## config.mk

```make
export PLATFORM = sky130hd
export DESIGN_NAME = cas_ram
export DESIGN_NICKNAME = d
export VERILOG_FILES = /design/src/rtl/cas_ram.sv
export SDC_FILE = /design/constraint.sdc
export NUM_CORES = 2
export LEC_CHECK = 0
export ABC_AREA = 1
export ABC_CLOCK_PERIOD_IN_PS = 2050
export BUFFER_PORTS_ARGS = -buffer_cell sky130_fd_sc_hd__buf_2
export CAP_MARGIN = 10
export CORE_MARGIN = 2
export CORE_UTILIZATION = 30
export CTS_CLUSTER_SIZE = 20
export DETAILED_ROUTE_END_ITERATION = 8
export PLACE_DENSITY = 0.49
export SETUP_SLACK_MARGIN = 0.05
export SYNTH_ARGS = -nofsm -noshare
export SYNTH_HDL_FRONTEND = slang
export SYNTH_SLANG_ARGS = --single-unit
```

## constraint.sdc

```tcl
create_clock -name clk -period 2.05 [get_ports clk]
set_clock_uncertainty 0.1 [all_clocks]
set_input_delay 0.205 -clock clk [delete_from_list [all_inputs] [get_ports clk]]
set_output_delay 0.205 -clock clk [all_outputs]
set_load 0.02 [all_outputs]
```

## src/rtl/cas_ram.sv

```systemverilog
// Generic single-port RAM with registered read data.
module cas_ram #(
	parameter int WIDTH = 1,
	parameter int DEPTH = 2048
) (
	input  logic                     clk,
	input  logic                     we,
	input  logic [$clog2(DEPTH)-1:0] addr,
	input  logic [WIDTH-1:0]         wdata,
	output logic [WIDTH-1:0]         rdata
);

	logic [WIDTH-1:0] mem_q [DEPTH];

	always_ff @(posedge clk) begin
		if (we) begin
			mem_q[addr] <= wdata;
		end
		rdata <= mem_q[addr];
	end

endmodule

```

## After elaboration in Yosys (flattened, before gate mapping)

Memory sizes are Yosys's and may differ from the RTL's. A register that Yosys moved wholly into a read port is not among the register bits.
Index checks and enable logic that the tools add are counted.

- Mux-type cells: 2

Operator list:

| cell | count |
|---|---|
| 1-bit 2-to-1 mux | 2 |

- Register bits after elaboration: 0
- RAM bits: 2048
- Logic and storage cells: 3
- Memories: 1

Memory list:

| memory | words | width | read ports | clocked after memory_dff | write ports | line | source |
|---|---|---|---|---|---|---|---|
| mem_q | 2048 | 1 | 1 | 1 | 1 | 13 | `logic [WIDTH-1:0] mem_q [DEPTH];` |

## Depth between registers and ports, before layout

- Word-level depth: 2
- Gate-level depth with buffers: 19
- Gate-level depth less buffers: 17

## Worst setup path after synthesis

No wires, ideal clock.

- Path kind: input to register
- Start point: in addr[8]
- End point: mem mem_q[258], enable pin
- Library setup time: 0.300 ns
- Arrival time: 1.598 ns
- Data required time: 1.650 ns
- Slack: 0.052 ns
- Stages on the path: 6
- Path buffers: 2
- Cell sequence: clkbuf_1 -> inv_1 -> nor3_1 -> nand2_1 -> clkbuf_1 -> nor2_1

RTL lines:

| item | line | source |
|---|---|---|
| start, declared | 8 | `input logic [$clog2(DEPTH)-1:0] addr,` |
| end, declared | 13 |  |

Straight into the memory's write port.

==> impl_results.md <==
* Skew-Pair Late Insertion Delay at 0.89 ns
* Cell Pwr Density at 827 nW/um^2
* Dpl cells at 13700
* Placer Congestion at 0.825
* Crit path launch type: flop
* Part of the power in registers at roughly half
* Initial DRC Count at 8345
* GR Overflow Total at 0
* Outcome: finished clean
* Initial core utilization at 30.1%
* Sw power at 21.7 mW
* Fin util at 36.0%
* Gate power share at 6.9%
* First-pass GRT wire length at 482000 microns
* Residual DRC count at 0
* Vias in the first global route at roughly 68000
* Endpoints failing setup at 0
* Post-DP HPWL at slightly below 200000 microns
* Mapped Area at 91900 sq um
* Die height at 557 microns
* Max_cap viols at 0
* CTS Buf Count at 223
* Clock power frac at 42.3%
* Switching share of total power at 23.9%
* Clk sinks at 2049
* Static leakage at 39.2 nW
* Syn Area/Cell at 9.50 sq um
* Die W at 557 microns
* Req. time, crit path at roughly 2.7 ns
* DR vias at slightly above 70000
* RR Endpoint: rdata
* Layout cell share with drive strength beyond 1 at 11.2%
* H-Tree Depth at 4
* WP data arrival at approximately 2.7 ns
* Synth warn at 0
* ANT nets after route at 0
* Port-buffer cells at 14
* Synth unique cells at 15
* Final Hold Fails at 0
* CTS root buffer: clkbuf_16
* Worst setup EP type: flop
* # rows at just over 200
* FILL cells at a little over 30000
* Post-DR vias/cell at a little over 5
* Pin count of the biggest net entering global routing at about 180
* Pins Over Slew Limit at 0
* Fin nets at 9826
* Reg2reg path depth at 16
* Cells after Synth at a little under 10000
* Worst Max-Slew Pin Slew at 0.878 ns
* Post-synthesis sequential area ratio at 66.9%
* Worst R2R Setup Slack at approximately 0.011 ns
* Min cycle time layout at 2.04 ns
* CP Max Fanout at 1
* Syn Nets at around 9700
* Unrepaired setup endpoints after global routing: true
* Area growth syn-to-layout at 19.5%
* Per-cell routed wire length at 23.7 microns
* CTS tree: yes
* Seq cells post-synth at 2049
* Worst hold path class: in2reg
* Worst r2r src: mem_q[395]
* Total Wirelength at 334000 microns
* Core area at 305000 sq um
* Peak VDD IR at 800 uV
* Clock slew at reported path FFs at roughly 0.06 ns
* Final period utilization at 99.5%
* Die area at 311000 sq um
* Max-slew headroom at around two fifths
* Crit path kind: reg2reg
* Initial antenna violation count at 14
* Setup_tns at 0 ns
* GRT Total Usage at a little over a fifth
* Worst setup path endpoint: rdata
* Internal Power at 69.0 mW
* Non-filler instance count after layout at around 14000
* Fmax at 490 MHz
* CP startpoint: mem_q[395]
* Drt pass-1 iters at 6
* Clock Path Buffers at 3
* # IOs at 15
## placed cells by master, fill, tap and decap left out, types with 8 or more instances in the layout
cell       count
nand2_1     3574
nor2_1      2194
edfxtp_1    2048
nand3_1      619
buf_4        424
buf_12       263
nand4_1      256
clkbuf_16    225
clkinv_1      71
clkbuf_1      59
inv_1         48
nand2_4       39
nand2_2       39
clkinv_2      33
nor2_2        25
nor3_2        24
buf_2         10
bufinv_16      8
## sequential cells by signal, indices dropped and copies added, names as in the netlist
name   flops
mem_q   2048
rdata      1
## synthesized netlist by cell type (all sizes together)
library cell	count	area (sq um)
nand2	3652	13700
nor2	2225	8350
edfxtp	2048	61500
nand3	621	3110
clkbuf	530	1990
buf	265	1260
nand4	256	1600
inv	52	195
nor3	26	155
dfxtp	1	20.0
## per-layer routing
layer,track usage [%],routed length [microns]
met1,29.7,145000
met5,0,13
met2,34.6,156000
met4,4.93,7950
met3,2.94,25500
## how the worst min path moves through the flow
stage	startpoint	to	slack, ns	cells after the start
floorplan	wdata	mem_q[0]	0.20	0
global placement	wdata	mem_q[1456]	0.50	1
detailed placement	wdata	mem_q[1452]	0.50	1
CTS	addr[7]	mem_q[1592]	0.05	6
global route	addr[7]	mem_q[1592]	0.11	6
finish	addr[7]	mem_q[1592]	0.13	6
## cells by family (layout without fill, tap and decap cells)
logic type | Yosys count | in the layout | synth area share [%]
buffers and inverters | 847 | 1172 | 3.75
DFF | 2049 | 2049 | 66.9
other | 0 | 4 | 0
and+or+nand+nor | 6780 | 6780 | 29.3
## worst max-delay path, cell delays in order (launching register included)
cell      delay (ns)
edfxtp_1        0.40
nand3_2         0.10
nand4_1         0.11
nand2_1         0.08
nand2_1         0.05
nor2_1          0.12
buf_4           0.15
nand2_4         0.06
nand2_4         0.10
nand2_2         0.05
nor2_1          0.10
buf_4           0.14
nand2_2         0.05
nand2_2         0.07
nand2_4         0.07
nor2_2          0.10
nand2_1         0.06
## power by group through the flow
stage	clock network, mW	logic (mW)	registers [mW]
4_1_cts	39.0	6.21	46.1
6_report	38.4	6.23	46.1
2_1_floorplan	0	2.62	47.0
5_1_grt	40.7	6.69	46.1
3_3_place_gp	0	6.12	47.0
3_5_place_dp	0	6.12	47.0
## through the flow
step           setup WS, ns  instance area (sq um)  hold slack (ns)  power [mW]
2_1_floorplan        0.0525                  91900            0.204        49.6
3_3_place_gp          -1.23                 103000            0.500        53.1
3_5_place_dp          -1.21                 103000            0.502        53.1
4_1_cts              0.0258                 110000           0.0497        91.3
5_1_grt             -0.0984                 110000            0.111        93.4
6_report             0.0108                 110000            0.129        90.8
## final cells by class
cell class	instances	area, sq um	share of cell area [%]
inverters	52	210	0.191
clock inverters	130	956	0.870
diodes	4	10.0	0.00911
clock buffers	284	5850	5.33
multi-input cells	6780	27500	25.1
repair buffers	706	8600	7.83
well taps	4100	5130	4.67
flip-flops and latches	2049	61500	56.0
## timing repair
item	CTS	global route
buffers inserted	0	2
hold endpoints to repair	466	0
hold buffers	6	0
pin swaps	11	29
setup endpoints to repair	2	17
gates resized for setup	56	33
(Power assumes the default switching activity.)
