File: src/rtl/cas_pkg.sv
// Shared types and constants of the cave smoothing automaton.
package cas_pkg;

	localparam int TOTAL_W = 17;
	localparam int COORD_W = 8;
	localparam int CFG_W = 4;

	localparam logic [1:0] REQ_WRITE = 2'd0;
	localparam logic [1:0] REQ_READ  = 2'd1;
	localparam logic [1:0] REQ_RUN   = 2'd2;

	localparam logic CFG_THRESHOLD = 1'b0;
	localparam logic CFG_PASSES    = 1'b1;

	localparam logic [CFG_W-1:0] THRESHOLD_RST = 4'd5;
	localparam logic [CFG_W-1:0] PASSES_RST    = 4'd2;

	typedef struct packed {
		logic               wall_out;
		logic [TOTAL_W-1:0] wall_total;
		logic               status;
	} rsp_t;

	typedef struct packed {
		logic [COORD_W-1:0] row;
		logic [COORD_W-1:0] col;
		logic [1:0]         drow;
		logic [1:0]         dcol;
	} addr_req_t;

	typedef struct packed {
		logic we_a;
		logic we_b;
		logic wdata;
		logic sel_b;
	} mem_ctl_t;

endpackage

File: src/rtl/cas_addr.sv
// Shared address unit: toroidal neighbor wrap and linear cell address.
module cas_addr import cas_pkg::*; #(
	parameter int ROWS = 32,
	parameter int COLS = 64,
	parameter int AW   = 11
) (
	input  addr_req_t       areq,
	output logic [AW-1:0]   addr
);

	logic [COORD_W-1:0] rr;
	logic [COORD_W-1:0] cc;
	logic [TOTAL_W-1:0] lin;

	always_comb begin
		case (areq.drow)
			2'd0:    rr = (areq.row == '0) ? COORD_W'(ROWS - 1) : areq.row - 8'd1;
			2'd2:    rr = (areq.row == COORD_W'(ROWS - 1)) ? '0 : areq.row + 8'd1;
			default: rr = areq.row;
		endcase
		case (areq.dcol)
			2'd0:    cc = (areq.col == '0) ? COORD_W'(COLS - 1) : areq.col - 8'd1;
			2'd2:    cc = (areq.col == COORD_W'(COLS - 1)) ? '0 : areq.col + 8'd1;
			default: cc = areq.col;
		endcase
		lin  = TOTAL_W'(rr) * TOTAL_W'(COLS) + TOTAL_W'(cc);
		addr = lin[AW-1:0];
	end

endmodule

File: config.mk
export PLATFORM = sky130hd
export DESIGN_NAME = cas_addr
export DESIGN_NICKNAME = d
export VERILOG_FILES = /design/src/rtl/cas_pkg.sv /design/src/rtl/cas_addr.sv
export SDC_FILE = /design/constraint.sdc
export NUM_CORES = 1
export LEC_CHECK = 0
export BUFFER_PORTS_ARGS = -buffer_cell sky130_fd_sc_hd__buf_2
export CAP_MARGIN = 40
export CELL_PAD_IN_SITES_DETAIL_PLACEMENT = 0
export CELL_PAD_IN_SITES_GLOBAL_PLACEMENT = 1
export CORE_MARGIN = 3
export CORE_UTILIZATION = 30
export DETAILED_ROUTE_END_ITERATION = 10
export GPL_TIMING_DRIVEN = 0
export PLACE_DENSITY = 0.79
export SYNTH_ARGS = -nofsm -noshare
export SYNTH_HDL_FRONTEND = slang
export SYNTH_SLANG_ARGS = --single-unit
export TNS_END_PERCENT = 100
File: constraint.sdc
create_clock -name vclk -period 4.6
set_input_delay 0.46 -clock vclk [all_inputs]
set_output_delay 0.46 -clock vclk [all_outputs]
set_load 0.05 [all_outputs]
## Word-level counts from Yosys, hierarchy flattened

Cells that the tools add are included.
Widths: inputs -> output; s select.

| cells by class | value |
|---|---|
| $add $sub $neg | 5 |
| equal/unequal tests | 4 |
| multiplexer cells | 6 |
| reduce and logical (&&, ||, !) cells | 4 |

Operators with widths:

| kind | count |
|---|---|
| $logic_not 8->1 | 2 |
| $mux 8 | 2 |
| $pmux 8 s2 | 1 |
| $add 11x8->11 | 1 |
| $mux 5 | 2 |
| $pmux 5 s2 | 1 |
| $add 8x1->8 const B | 1 |
| $eq 8x5->1 const B | 1 |
| $eq 8x6->1 const B | 1 |
| $sub 8x1->8 const B | 1 |
| $add 5x1->5 const B | 1 |
| $sub 5x1->5 const B | 1 |
| $eq 2x2->1 const B | 2 |
| $logic_not 2->1 | 2 |

| word-level totals | value |
|---|---|
| bits in registers | 0 |
| bits of input ports | 20 |
| output and inout port bits | 11 |

## Depth between registers and ports, before layout

| logic depth | value |
|---|---|
| depth in word-level cells | 4 |
| gate-level depth with buffers | 10 |
| gate-level depth less buffers | 10 |

## Worst setup path before layout

No wires, ideal clock.

| timing path | value |
|---|---|
| path type | input to output |
| start point | input areq[6] (netlist bit) |
| end point | output addr[8] |
| arrival | 3.209 ns |
| required time | 4.140 ns |
| path slack | 0.931 ns |
| stages on the path | 8 |
| path buffers | 1 |
| cell sequence | buf_6 -> or4_4 -> nor4_1 -> mux2i_1 -> nor2_1 -> a221o_1 -> fa_1 -> xnor2_1 |

| on the way | value |
|---|---|
| longest elaborated chain between the ends | 4 |
| elaborated cells between the ends (all ways) | 8 |

Ends and longest elaborated chain:

| what | RTL line | text |
|---|---|---|
| from (decl) | cas_addr.sv:7 | `input addr_req_t areq,` |
| $add 8x1->8 (tied with other cells) | cas_addr.sv:23 | `2'd2: cc = (areq.col == COORD_W'(COLS - 1)) ? '0 : areq.col + 8'd1;` |
| $mux 8, on equally long branches | cas_addr.sv:23, cas_addr.sv:22 |  |
| $pmux 8 s2 (*) | cas_addr.sv:21 | `case (areq.dcol)` |
| $add 11x8->11 (*) | cas_addr.sv:26 | `lin = TOTAL_W'(rr) * TOTAL_W'(COLS) + TOTAL_W'(cc);` |
| to (decl) | cas_addr.sv:8 | `output logic [AW-1:0] addr` |

Mark *: on every way between the ends. The rest lies on a longest branch, timed or not.

## Worst setup path in the final report

| timing path | value |
|---|---|
| start point | input areq[7] (netlist bit) |
| end point | output addr[10] |

Same word-level chain as after synthesis.

==> impl_metrics.env <==
export IMPL_vias=916
export IMPL_place_congestion=0.863
export IMPL_cts_setup_buffers=0
export IMPL_crit_top_cell="buf_2"
export IMPL_rsz0062_at_grt="false"
export IMPL_hold_viol=0
export IMPL_drtPass1Iterations=4
export IMPL_coreArea_sq_um=2280
export IMPL_fillerInstances=257
export IMPL_wl_per_cell_um=11.9
export IMPL_p_switching_w=0.0000908
export IMPL_hp_class="primary input to output pin"
export IMPL_grt_use_total_pct=12.9
export IMPL_overflow=0
export IMPL_synth_cells=110
export IMPL_comb_power_share_pct=100.0
export IMPL_grt_pass1_wl_mm=3.57
export IMPL_antenna_found_initial=0
export IMPL_drive_above_1_share_pct=26.3
export IMPL_arrival_ns=3.04
export IMPL_avgSynthCellArea_sq_um=6.73
export IMPL_swShare_pct=70.1
export IMPL_die_x_um=55.7
export IMPL_worstSetupPathType="primary input to output pin"
export IMPL_vias_per_cell=5.55
export IMPL_maxCapViolCount=0
export IMPL_max_freq_mhz=285
export IMPL_final_cells=165
export IMPL_finalSetupTns_ns=0
export IMPL_seqPwrFrac_pct=0
export IMPL_grt_start_max_net_pins=11
export IMPL_pwr_share_clk_pct=0
export IMPL_synth_top_area_share_pct=10.1
export IMPL_synth_area_leaders="ha_1 10%, nor2_1 7.1%, mux2i_1 6.8%"
export IMPL_crit_path_end_kind="output pin"
export IMPL_ios=31
export IMPL_ir_drop_mv=0.0579
export IMPL_min_period_over_period_pct=76.2
export IMPL_crit_required_ns=4.14
export IMPL_cp_start_kind="primary input"
export IMPL_rows=17
export IMPL_seq_area_sq_um=0
export IMPL_ctsHoldBuffers=0
export IMPL_cts_resized=0
export IMPL_p_int_w=0.0000388
export IMPL_yosys_top_cells_count="14 x nor2_1, 9 x a21oi_1, 8 x inv_1"
export IMPL_pwr_density_cell_nw_per_um2=142
export IMPL_dpl_cell_count=165
export IMPL_initial_utilization_pct=32.5
export IMPL_drt_iter0_drc=18
export IMPL_p_leak_nw=0.402
export IMPL_yosysTopAreaCell="ha_1"
export IMPL_report_final_setup_viol=0
export IMPL_dp_final_hpwl_mm=1.62
export IMPL_fin_area_sq_um=911
export IMPL_seq_cell_count=0
export IMPL_slew_headroom_pct=62.9
export IMPL_die_h_um=55.7
export IMPL_cp_max_fo=8
export IMPL_portBuffers=27
export IMPL_clock_buffers=0
export IMPL_syn_nets=137
export IMPL_slowest_delay_ns=0.53
export IMPL_place_ws_ns=1.11
export IMPL_finish_net_count=166
export IMPL_yosysMostFrequentCell="nor2_1"
export IMPL_dieArea_sq_um=3100
export IMPL_outcome="finished clean"
export IMPL_route_detailed_drc=0
export IMPL_netlist_area_sq_um=741
export IMPL_routed_wl_mm=1.97
export IMPL_slew_violations=0
export IMPL_seq_area_frac_synth_pct=0
export IMPL_critical_path_slowest_cell="or4_4"
export IMPL_crit_chain="buf_2 > or4_4 > nor4_1 > mux2i_1 > nor2_1 > a221o_1 > fa_1 > nand3b_1 > xnor2_1 > buf_2"
export IMPL_worst_slack_ns=1.10
export IMPL_worstMarginPinSlew_ns=0.551
export IMPL_grt_pass1_vias=853
export IMPL_period_needed_ns=3.50
export IMPL_ys_warn_count=0
export IMPL_multi_input_area_sq_um=679
export IMPL_placed_area_sq_um=911
export IMPL_ant_nets=0
export IMPL_syn_to_final_growth_pct=23.0
export IMPL_diodes=0
export IMPL_synth_cell_types=36
cells by family (layout without fill, tap and decap cells):
logic type / count (synthesis) / in the layout / share of synthesized area, %
and+or+nand+nor: 49 / 49 / 36.0
AOI/OAI and AO/OA: 26 / 26 / 24.8
buffers and inverters: 14 / 41 / 8.28
adders and majority gates: 7 / 7 / 12.8
xor gates and xnor gates: 7 / 7 / 8.28
muxes: 7 / 7 / 9.80
cell type report:
type	instances	area share (%)
multi-input cells	96	74.6
repair buffers	27	14.8
well taps	28	3.85
plain buffers	6	3.43
inverters	8	3.30
through the flow:
step | power, W | utilization (%) | hold WS, ns
final | 0.000130 | 40.0 | 1.29
after global routing | 0.000142 | 40.0 | 1.31
after CTS | 0.000131 | 40.0 | 1.29
after detailed placement | 0.000131 | 40.0 | 1.29
after global placement | 0.000129 | 40.0 | 1.29
after floorplan | 0.0000978 | - | 1.19
final timing paths:
| kind | start | end | depth (start not counted) |
|---|---|---|---|
| setup / recovery | areq[7] | addr[10] | 10 |
| hold / removal | areq[6] | addr[2] | 3 |
per-layer routing:
layer / share of wire [%] / vias up / track usage [%]
met2: 46 / 29 / 22.1
li1: - / 466 / -
met1: 47 / 421 / 19.0
met4: 0 / 0 / 0
met3: 6.8 / 0 / 0.232
met5: 0 / - / 0
critical path: cells and delay by family:
| family | cells | cell delay (ns) |
|---|---|---|
| compound gates | 1 | 0.31 |
| xor+xnor | 1 | 0.11 |
| fa+ha+maj | 1 | 0.47 |
| buf+inv | 2 | 0.42 |
| mux | 1 | 0.24 |
| simple gates | 4 | 1.03 |
cells in the final DEF, fill, tap and decap left out, types with 3 or more instances in the layout:
| cell type | n |
|---|---|
| mux2i_1 | 5 |
| or3_1 | 3 |
| nor3_1 | 4 |
| ha_1 | 6 |
| xor2_1 | 4 |
| nand4_1 | 4 |
| buf_2 | 28 |
| nor2_1 | 14 |
| xnor2_1 | 3 |
| clkbuf_1 | 4 |
| inv_1 | 8 |
| nand2_1 | 4 |
| nand3_1 | 5 |
| nor2b_1 | 5 |
| a21oi_1 | 9 |
| o21ai_0 | 5 |
power groups by stage:
stage / registers [W] / logic [W] / clock network, W
after floorplan: 0 / 0.0000978 / 0
after global placement: 0 / 0.000129 / 0
after detailed placement: 0 / 0.000131 / 0
after CTS: 0 / 0.000131 / 0
after global routing: 0 / 0.000142 / 0
final: 0 / 0.000130 / 0
(Power assumes the default switching activity.)
