**src/rtl/cas_pkg.sv**
```systemverilog
// Shared types and constants of the cave smoothing automaton.
package cas_pkg;

	localparam int TOTAL_W = 17;
	localparam int COORD_W = 8;
	localparam int CFG_W = 4;

	localparam logic [1:0] REQ_WRITE = 2'd0;
	localparam logic [1:0] REQ_READ  = 2'd1;
	localparam logic [1:0] REQ_RUN   = 2'd2;

	localparam logic CFG_THRESHOLD = 1'b0;
	localparam logic CFG_PASSES    = 1'b1;

	localparam logic [CFG_W-1:0] THRESHOLD_RST = 4'd5;
	localparam logic [CFG_W-1:0] PASSES_RST    = 4'd2;

	typedef struct packed {
		logic               wall_out;
		logic [TOTAL_W-1:0] wall_total;
		logic               status;
	} rsp_t;

	typedef struct packed {
		logic [COORD_W-1:0] row;
		logic [COORD_W-1:0] col;
		logic [1:0]         drow;
		logic [1:0]         dcol;
	} addr_req_t;

	typedef struct packed {
		logic we_a;
		logic we_b;
		logic wdata;
		logic sel_b;
	} mem_ctl_t;

endpackage

```
**src/rtl/cas_ctrl.sv**
```systemverilog
// Sequencer for requests, smoothing passes and the final wall count.
module cas_ctrl import cas_pkg::*; #(
	parameter int ROWS = 32,
	parameter int COLS = 64
) (
	input  logic               clk,
	input  logic               arst_n,
	input  logic               in_valid,
	output logic               in_ready,
	input  logic [1:0]         req_type,
	input  logic [COORD_W-1:0] row,
	input  logic [COORD_W-1:0] col,
	input  logic               wall_in,
	input  logic [CFG_W-1:0]   threshold,
	input  logic [CFG_W-1:0]   passes,
	input  logic               rdata,
	input  logic               out_free,
	output addr_req_t          areq,
	output mem_ctl_t           mctl,
	output logic               done,
	output rsp_t               res
);

	localparam int RW = $clog2(ROWS);
	localparam int CW = $clog2(COLS);

	localparam logic [2:0] S_IDLE   = 3'd0;
	localparam logic [2:0] S_RDWAIT = 3'd1;
	localparam logic [2:0] S_PRD    = 3'd2;
	localparam logic [2:0] S_PWR    = 3'd3;
	localparam logic [2:0] S_CRD    = 3'd4;
	localparam logic [2:0] S_CLAST  = 3'd5;
	localparam logic [2:0] S_DONE   = 3'd6;

	logic [2:0]         state_q;
	logic [RW-1:0]      r_q;
	logic [CW-1:0]      c_q;
	logic [1:0]         dr_q;
	logic [1:0]         dc_q;
	logic [3:0]         cnt_q;
	logic               vld_q;
	logic [CFG_W-1:0]   pass_q;
	logic               cur_q;
	logic [TOTAL_W-1:0] total_q;
	rsp_t               res_q;

	logic               in_range;
	logic               last_cell;
	logic               last_pass;
	logic [3:0]         sum;
	logic               cur_we;
	logic               nxt_we;

	assign in_range  = (9'(row) < 9'(ROWS)) && (9'(col) < 9'(COLS));
	assign last_cell = (r_q == RW'(ROWS - 1)) && (c_q == CW'(COLS - 1));
	assign last_pass = (5'(pass_q) + 5'd1) == 5'(passes);
	assign sum       = cnt_q + 4'(rdata);
	assign in_ready  = (state_q == S_IDLE);
	assign done      = (state_q == S_DONE);
	assign res       = res_q;

	always_comb begin
		areq   = '{row: 8'(r_q), col: 8'(c_q), drow: 2'd1, dcol: 2'd1};
		cur_we = 1'b0;
		nxt_we = 1'b0;
		mctl   = '0;
		case (state_q)
			S_IDLE: begin
				areq.row = row;
				areq.col = col;
				cur_we   = in_valid && (req_type == REQ_WRITE) && in_range;
			end
			S_PRD: begin
				areq.drow = dr_q;
				areq.dcol = dc_q;
			end
			S_PWR: begin
				nxt_we = 1'b1;
			end
			default: begin
			end
		endcase
		mctl.sel_b = cur_q;
		mctl.wdata = (state_q == S_PWR) ? (sum >= threshold) : wall_in;
		mctl.we_a  = cur_q ? nxt_we : cur_we;
		mctl.we_b  = cur_q ? cur_we : nxt_we;
	end

	always_ff @(posedge clk) begin
		case (state_q)
			S_IDLE: begin
				if (in_valid) begin
					res_q <= '{wall_out: 1'b0, wall_total: '0,
						status: ((req_type == REQ_WRITE) || (req_type == REQ_READ)) && !in_range};
				end
			end
			S_RDWAIT: begin
				res_q.wall_out <= rdata;
			end
			S_CLAST: begin
				res_q.wall_total <= total_q + TOTAL_W'(rdata);
			end
			default: begin
			end
		endcase
	end

	always_ff @(posedge clk or negedge arst_n) begin
		if (!arst_n) begin
			state_q <= S_IDLE;
			r_q     <= '0;
			c_q     <= '0;
			dr_q    <= '0;
			dc_q    <= '0;
			cnt_q   <= '0;
			vld_q   <= 1'b0;
			pass_q  <= '0;
			cur_q   <= 1'b0;
			total_q <= '0;
		end else begin
			case (state_q)
				S_IDLE: begin
					r_q     <= '0;
					c_q     <= '0;
					dr_q    <= '0;
					dc_q    <= '0;
					cnt_q   <= '0;
					vld_q   <= 1'b0;
					pass_q  <= '0;
					total_q <= '0;
					if (in_valid) begin
						case (req_type)
							REQ_READ:  state_q <= in_range ? S_RDWAIT : S_DONE;
							REQ_RUN:   state_q <= (passes == '0) ? S_CRD : S_PRD;
							default:   state_q <= S_DONE;
						endcase
					end
				end
				S_RDWAIT: begin
					state_q <= S_DONE;
				end
				S_PRD: begin
					cnt_q <= cnt_q + 4'(vld_q & rdata);
					vld_q <= 1'b1;
					if (dc_q == 2'd2) begin
						dc_q <= 2'd0;
						if (dr_q == 2'd2) begin
							dr_q    <= 2'd0;
							state_q <= S_PWR;
						end else begin
							dr_q <= dr_q + 2'd1;
						end
					end else begin
						dc_q <= dc_q + 2'd1;
					end
				end
				S_PWR: begin
					cnt_q <= '0;
					vld_q <= 1'b0;
					if (last_cell) begin
						r_q    <= '0;
						c_q    <= '0;
						cur_q  <= !cur_q;
						pass_q <= pass_q + 4'd1;
						state_q <= last_pass ? S_CRD : S_PRD;
					end else begin
						state_q <= S_PRD;
						if (c_q == CW'(COLS - 1)) begin
							c_q <= '0;
							r_q <= r_q + RW'(1);
						end else begin
							c_q <= c_q + CW'(1);
						end
					end
				end
				S_CRD: begin
					total_q <= total_q + TOTAL_W'(vld_q & rdata);
					vld_q   <= 1'b1;
					if (last_cell) begin
						state_q <= S_CLAST;
					end else if (c_q == CW'(COLS - 1)) begin
						c_q <= '0;
						r_q <= r_q + RW'(1);
					end else begin
						c_q <= c_q + CW'(1);
					end
				end
				S_CLAST: begin
					state_q <= S_DONE;
				end
				S_DONE: begin
					if (out_free) begin
						state_q <= S_IDLE;
					end
				end
				default: begin
					state_q <= S_IDLE;
				end
			endcase
		end
	end

endmodule

```
**config.mk**
```make
export PLATFORM = sky130hd
export DESIGN_NAME = cas_ctrl
export DESIGN_NICKNAME = d
export VERILOG_FILES = /design/src/rtl/cas_pkg.sv /design/src/rtl/cas_ctrl.sv
export SDC_FILE = /design/constraint.sdc
export NUM_CORES = 1
export LEC_CHECK = 0
export BUFFER_PORTS_ARGS = -buffer_cell sky130_fd_sc_hd__buf_2
export CORE_MARGIN = 3
export CORE_UTILIZATION = 62
export CTS_BUF_LIST = sky130_fd_sc_hd__clkbuf_2 sky130_fd_sc_hd__clkbuf_4 sky130_fd_sc_hd__clkbuf_8
export DETAILED_ROUTE_END_ITERATION = 10
export PLACE_DENSITY = 0.88
export SLEW_MARGIN = 20
export SYNTH_ARGS = -nofsm -noshare
export SYNTH_HDL_FRONTEND = slang
export SYNTH_SLANG_ARGS = --single-unit
```
**constraint.sdc**
```tcl
create_clock -name clk -period 4.4 [get_ports clk]
set_clock_uncertainty 0.05 [all_clocks]
set_input_delay 0.88 -clock clk [delete_from_list [all_inputs] [get_ports clk]]
set_output_delay 0.88 -clock clk [all_outputs]
set_load 0.02 [all_outputs]
```
==> After elaboration in Yosys (flattened, before gate mapping) <==
Index checks and enable logic that the tools add are counted.
{ "classes": {"add_sub_neg": 10, "shifts": 0, "mul": 0, "mux": 39, "eq_ne": 20, "bitwise": 2, "magnitude_cmp": 3, "div_mod_pow": 0, "reduce_logical": 30} }
{ "op_table": {"columns": ["cell", "count"], "rows": [
  ["$pmux W17 S2", 2],
  ["$add A17 B1 Y17", 2],
  ["$mux W3", 9],
  ["$mux W19", 1],
  ["$mux W6", 3],
  ["$pmux W3 S6", 1],
  ["$pmux W6 S3", 1],
  ["$mux W16", 1],
  ["$pmux W4 S2", 2],
  ["$mux W5", 3],
  ["$pmux W5 S3", 1],
  ["$ne A2 B2 Y1 const B", 7],
  ["$reduce_and A2 Y1", 7],
  ["$reduce_bool A2 Y1", 7],
  ["$eq A3 B3 Y1 const B", 3],
  ["$add A4 B1 Y4", 2],
  ["$lt A8 B6 Y1 const B", 1],
  ["$lt A8 B7 Y1 const B", 1],
  ["$mux W4", 2],
  ["$pmux W2 S2", 2],
  ["$add A6 B1 Y6 const B", 1],
  ["$eq A2 B2 Y1 const B", 3],
  ["$eq A3 B2 Y1 const B", 2],
  ["$eq A6 B6 Y1 const B", 1],
  ["23 further kinds", 39]
]} }
{ "totals": {"out_inout_bits": 45, "in_bits": 32, "memories": 0, "ram_bits": 0, "latchBits": 0, "register_bits": 64, "romBits": 0, "elab_cells": 117} }

==> Depth between registers and ports, before layout <==
{ "depth": {"depth_word": 6, "mapped_depth": 8, "mapped_depth_nobuf": 8} }

==> Worst setup path after synthesis <==
OpenSTA, ideal clock, no wires.
{ "synth_path": {"path_type": "input to output", "from": "input rdata", "to": "output mctl[1] (netlist name)", "path_slack_ps": 1273, "t_arrival_ps": 2197, "t_required_ps": 3470, "n_path_buf": 0, "stages": 7, "cell_sequence": "ha_1 ha_1 xor2_1 ha_1 nor2b_1 o21ai_0 a21oi_1"} }
{ "synth_lines": {"columns": ["element", "line_no", "text"], "rows": [
  ["start, declared", "cas_ctrl.sv:16", "input logic rdata,"],
  ["end, declared", "cas_ctrl.sv:19", "output mem_ctl_t mctl,"]
]} }

==> flow_metrics.env <==
export IMPL_crit_path_max_incr_delay_ps=280
export IMPL_ff2ff_path_depth=4
export IMPL_grt_first_pass_wirelength_mm=15.3
export IMPL_flow_area_growth_from_synthesis_pct=15.5
export IMPL_synthesis_area_per_instance_um2=9.02
export IMPL_worst_path_max_delay_cell="sky130_fd_sc_hd__ha_1"
export IMPL_final_nets=548
export IMPL_fin_tns_setup_ps=0
export IMPL_postCtsHoldBufs=0
export IMPL_setup_viol=0
export IMPL_portBuffers=76
export IMPL_synth_edf_count=19
export IMPL_clock_tree_buffer_depth=2
export IMPL_crit_start="rdata"
export IMPL_critPathMostFrequentCell="sky130_fd_sc_hd__ha_1"
export IMPL_area_sequential_um2=1700
export IMPL_vias_per_cell=6.08
export IMPL_fp_dieArea_um2=7240
export IMPL_worst_min_delay_path_category="reg2reg"
export IMPL_clock_tree_from_tritoncts="built"
export IMPL_ant_nets=0
export IMPL_hold_depth=1
export IMPL_max_cap_viol_count=0
export IMPL_layoutNonFillerInstCount=576
export IMPL_final_hold_viol_count=0
export IMPL_ys_ff_latch=64
export IMPL_drt_wl_total_mm=9.01
export IMPL_dr_first_iter_drc_count=218
export IMPL_clkSinkCount=64
export IMPL_cts_repair_timing_setup_buffer_count=0
export IMPL_antenna_violations_before_repair=0
export IMPL_dp_worst_setup_slack_ps=1110
export IMPL_num_fill_cells=433
export IMPL_final_area_um2=4480
export IMPL_worstSetupPathType="in2out"
export IMPL_tightestPinTransition_ps=656
export IMPL_critPathMaxFanout=4
export IMPL_reg2reg_from="state_q[0]$_DFFE_PN0P_"
export IMPL_cts_made_buffers=9
export IMPL_grt_pass1_vias=3343
export IMPL_mostFrequentLayoutCell="sky130_fd_sc_hd__buf_2"
export IMPL_slew_headroom_pct=56.2
export IMPL_placed_cell_area_um2=4260
export IMPL_avgRoutedWirePerCell_um=15.6
export IMPL_gpl_congestion=0.908
export IMPL_clock_root_buffer="sky130_fd_sc_hd__clkbuf_8"
export IMPL_grt_setup_unrepaired="false"
export IMPL_layout_common_cells="75 x sky130_fd_sc_hd__buf_2, 65 x sky130_fd_sc_hd__nand2_1, 45 x sky130_fd_sc_hd__dfrtp_1"
export IMPL_ys_flop_type="sky130_fd_sc_hd__dfrtp_1"
export IMPL_antenna_cells=0
export IMPL_drtPass1Iterations=6
export IMPL_run_status="complete, no violations"
export IMPL_floorplan_rows=28
export IMPL_cellPowerDensity_nw_per_um2=317
export IMPL_yosys_cell_types=56
export IMPL_ys_warn_count=0
export IMPL_post_cts_resized=0
export IMPL_ctsHtreeMaxLevel=3
export IMPL_min_period_ps=3330
export IMPL_fraction_of_layout_cells_with_a_size_suffix_above_1_pct=20.2
export IMPL_grt_max_degree=46
export IMPL_cell_count_after_synthesis=430
export IMPL_final_hold_worst_slack_ps=434
export IMPL_multi_input_comb_area_um2=2030
export IMPL_via_total_after_detailed_routing=3502
export IMPL_fin_util_pct=74.8
export IMPL_crit_reg2reg_capture="res[7]$_DFFE_PP_"
export IMPL_number_of_max_slew_violations_in_the_final_report=0
export IMPL_reg2reg_setup_slack_ps=1830
export IMPL_cp_startpoint_kind="input pin"
export IMPL_totalPowerFinal_mw=1.42
export IMPL_clock_pin_slew_reported_for_the_worst_setup_and_hold_paths_after_clock_tree_synthesis_ps=70
export IMPL_clock_insertion_delay_worst_skew_ps=330
export IMPL_async_set_or_reset_flop_fraction_in_the_synthesized_netlist_pct=70.3
export IMPL_die_x_um=85.1
export IMPL_ir_drop_uv=169
export IMPL_worstPathArrival_ps=2400
export IMPL_die_h_um=85.1
export IMPL_timing_critical_path_to_type="output port"
export IMPL_coreArea_um2=5990
export IMPL_dp_cells=561
export IMPL_dpl_hpwl_mm=6.43
export IMPL_finalWorstSetupSlack_ps=1070
export IMPL_crit_path_cell_chain="buf_2 > ha_1 > ha_1 > xor2_1 > ha_1 > nor2b_1 > o21ai_0 > a21oi_1 > buf_2"
export IMPL_finalCritPeriodShare_pct=75.8
export IMPL_maxClockFrequency_ghz=0.300
export IMPL_total_leakage_power_nw=2.03
export IMPL_drc=0
export IMPL_leftover_overflow_at_the_end_of_global_routing=0
export IMPL_initial_utilization_pct=64.8
export IMPL_track_usage_pct=26.0
export IMPL_holdPathEnd="dc_q[0]$_DFFE_PN0P_"
export IMPL_worstHoldStart="dc_q[1]$_DFFE_PN0P_"
export IMPL_synthesis_area_um2=3880
export IMPL_synthesis_nets=481
export IMPL_synth_yosys_seq_area_share_pct=43.7
export IMPL_timing_critical_path_required_ps=3470
export IMPL_io_pins=77
## registers in the layout (all words and copies together), names as in the netlist
| name | count |
|---|---|
| vld_q | 1 |
| r_q | 5 |
| res | 19 |
| total_q | 17 |
| pass_q | 4 |
| cnt_q | 4 |
| dr_q | 2 |
| dc_q | 2 |
| cur_q | 1 |
| state_q | 3 |
| c_q | 6 |
## worst max path at each step
stage / slack, ps / end
4_1_cts: 1090 / mctl[1]
5_1_grt: 930 / mctl[3]
2_1_floorplan: 1270 / mctl[1]
3_5_place_dp: 1110 / mctl[1]
6_report: 1070 / mctl[1]
3_3_place_gp: 1160 / mctl[1]
## power breakdown
part	total [mW]	switching [mW]	internal, mW
Sequential	0.699	0.0574	0.642
Combinational	0.159	0.0814	0.0777
Clock	0.561	0.218	0.343
Total	1.42	0.357	1.06
## layer usage
layer / routed length, µm / global-route usage, % / vias up
li1: - / - / 1650
met2: 4550 / 43.6 / 159
met5: 0 / 0 / -
met1: 3690 / 33.6 / 1667
met3: 581 / 4.47 / 26
met4: 194 / 10.1 / 0
## worst max-delay path, delay by kind of cell
kind	cells	cell delay, ps
adder cells (fa/ha/maj)	3	680
AND/OR/NAND/NOR	1	140
AO/OA/AOI/OAI	2	220
XOR/XNOR	1	170
buffers and inverters	2	310
## area by class of cell
cell class	instances	share of cell area (%)
flip-flops and latches	64	37.8
repair buffers	79	9.04
clock buffers	11	3.38
multi-input cells	332	45.2
clock inverters	4	1.51
well taps	75	2.09
inverters	11	0.921
## cells in the mapped netlist, drive strengths merged (3+ instances only)
master  instances  area, µm²
dfrtp          45       1130
o21ai          31        155
clkbuf         15       56.3
nand3          20        100
or2             4       25.0
xnor2          18        158
and2            5       31.3
a31oi           3       18.8
nor3           11       60.1
nor3b           3       27.5
xor2           13        114
edfxtp         19        571
a21oi          18       90.1
nand2          65        244
o31ai           4       30.0
ha             19        238
buf             8       58.8
mux2i           6       60.1
nand2b          4       25.0
a22o            7       61.3
nand4           5       31.3
nor2           44        165
nor4            4       31.3
or3             9       61.3
and3           14       87.6
inv            11       41.3
## cells by family after synthesis
group	after synthesis	synth area share [%]
compound gates	78	12.4
xor+xnor	31	7.00
fa+ha+maj	19	6.13
buf+inv	34	4.03
flops	64	43.7
mux	7	1.84
simple gates	197	24.9
(Power assumes the default switching activity.)
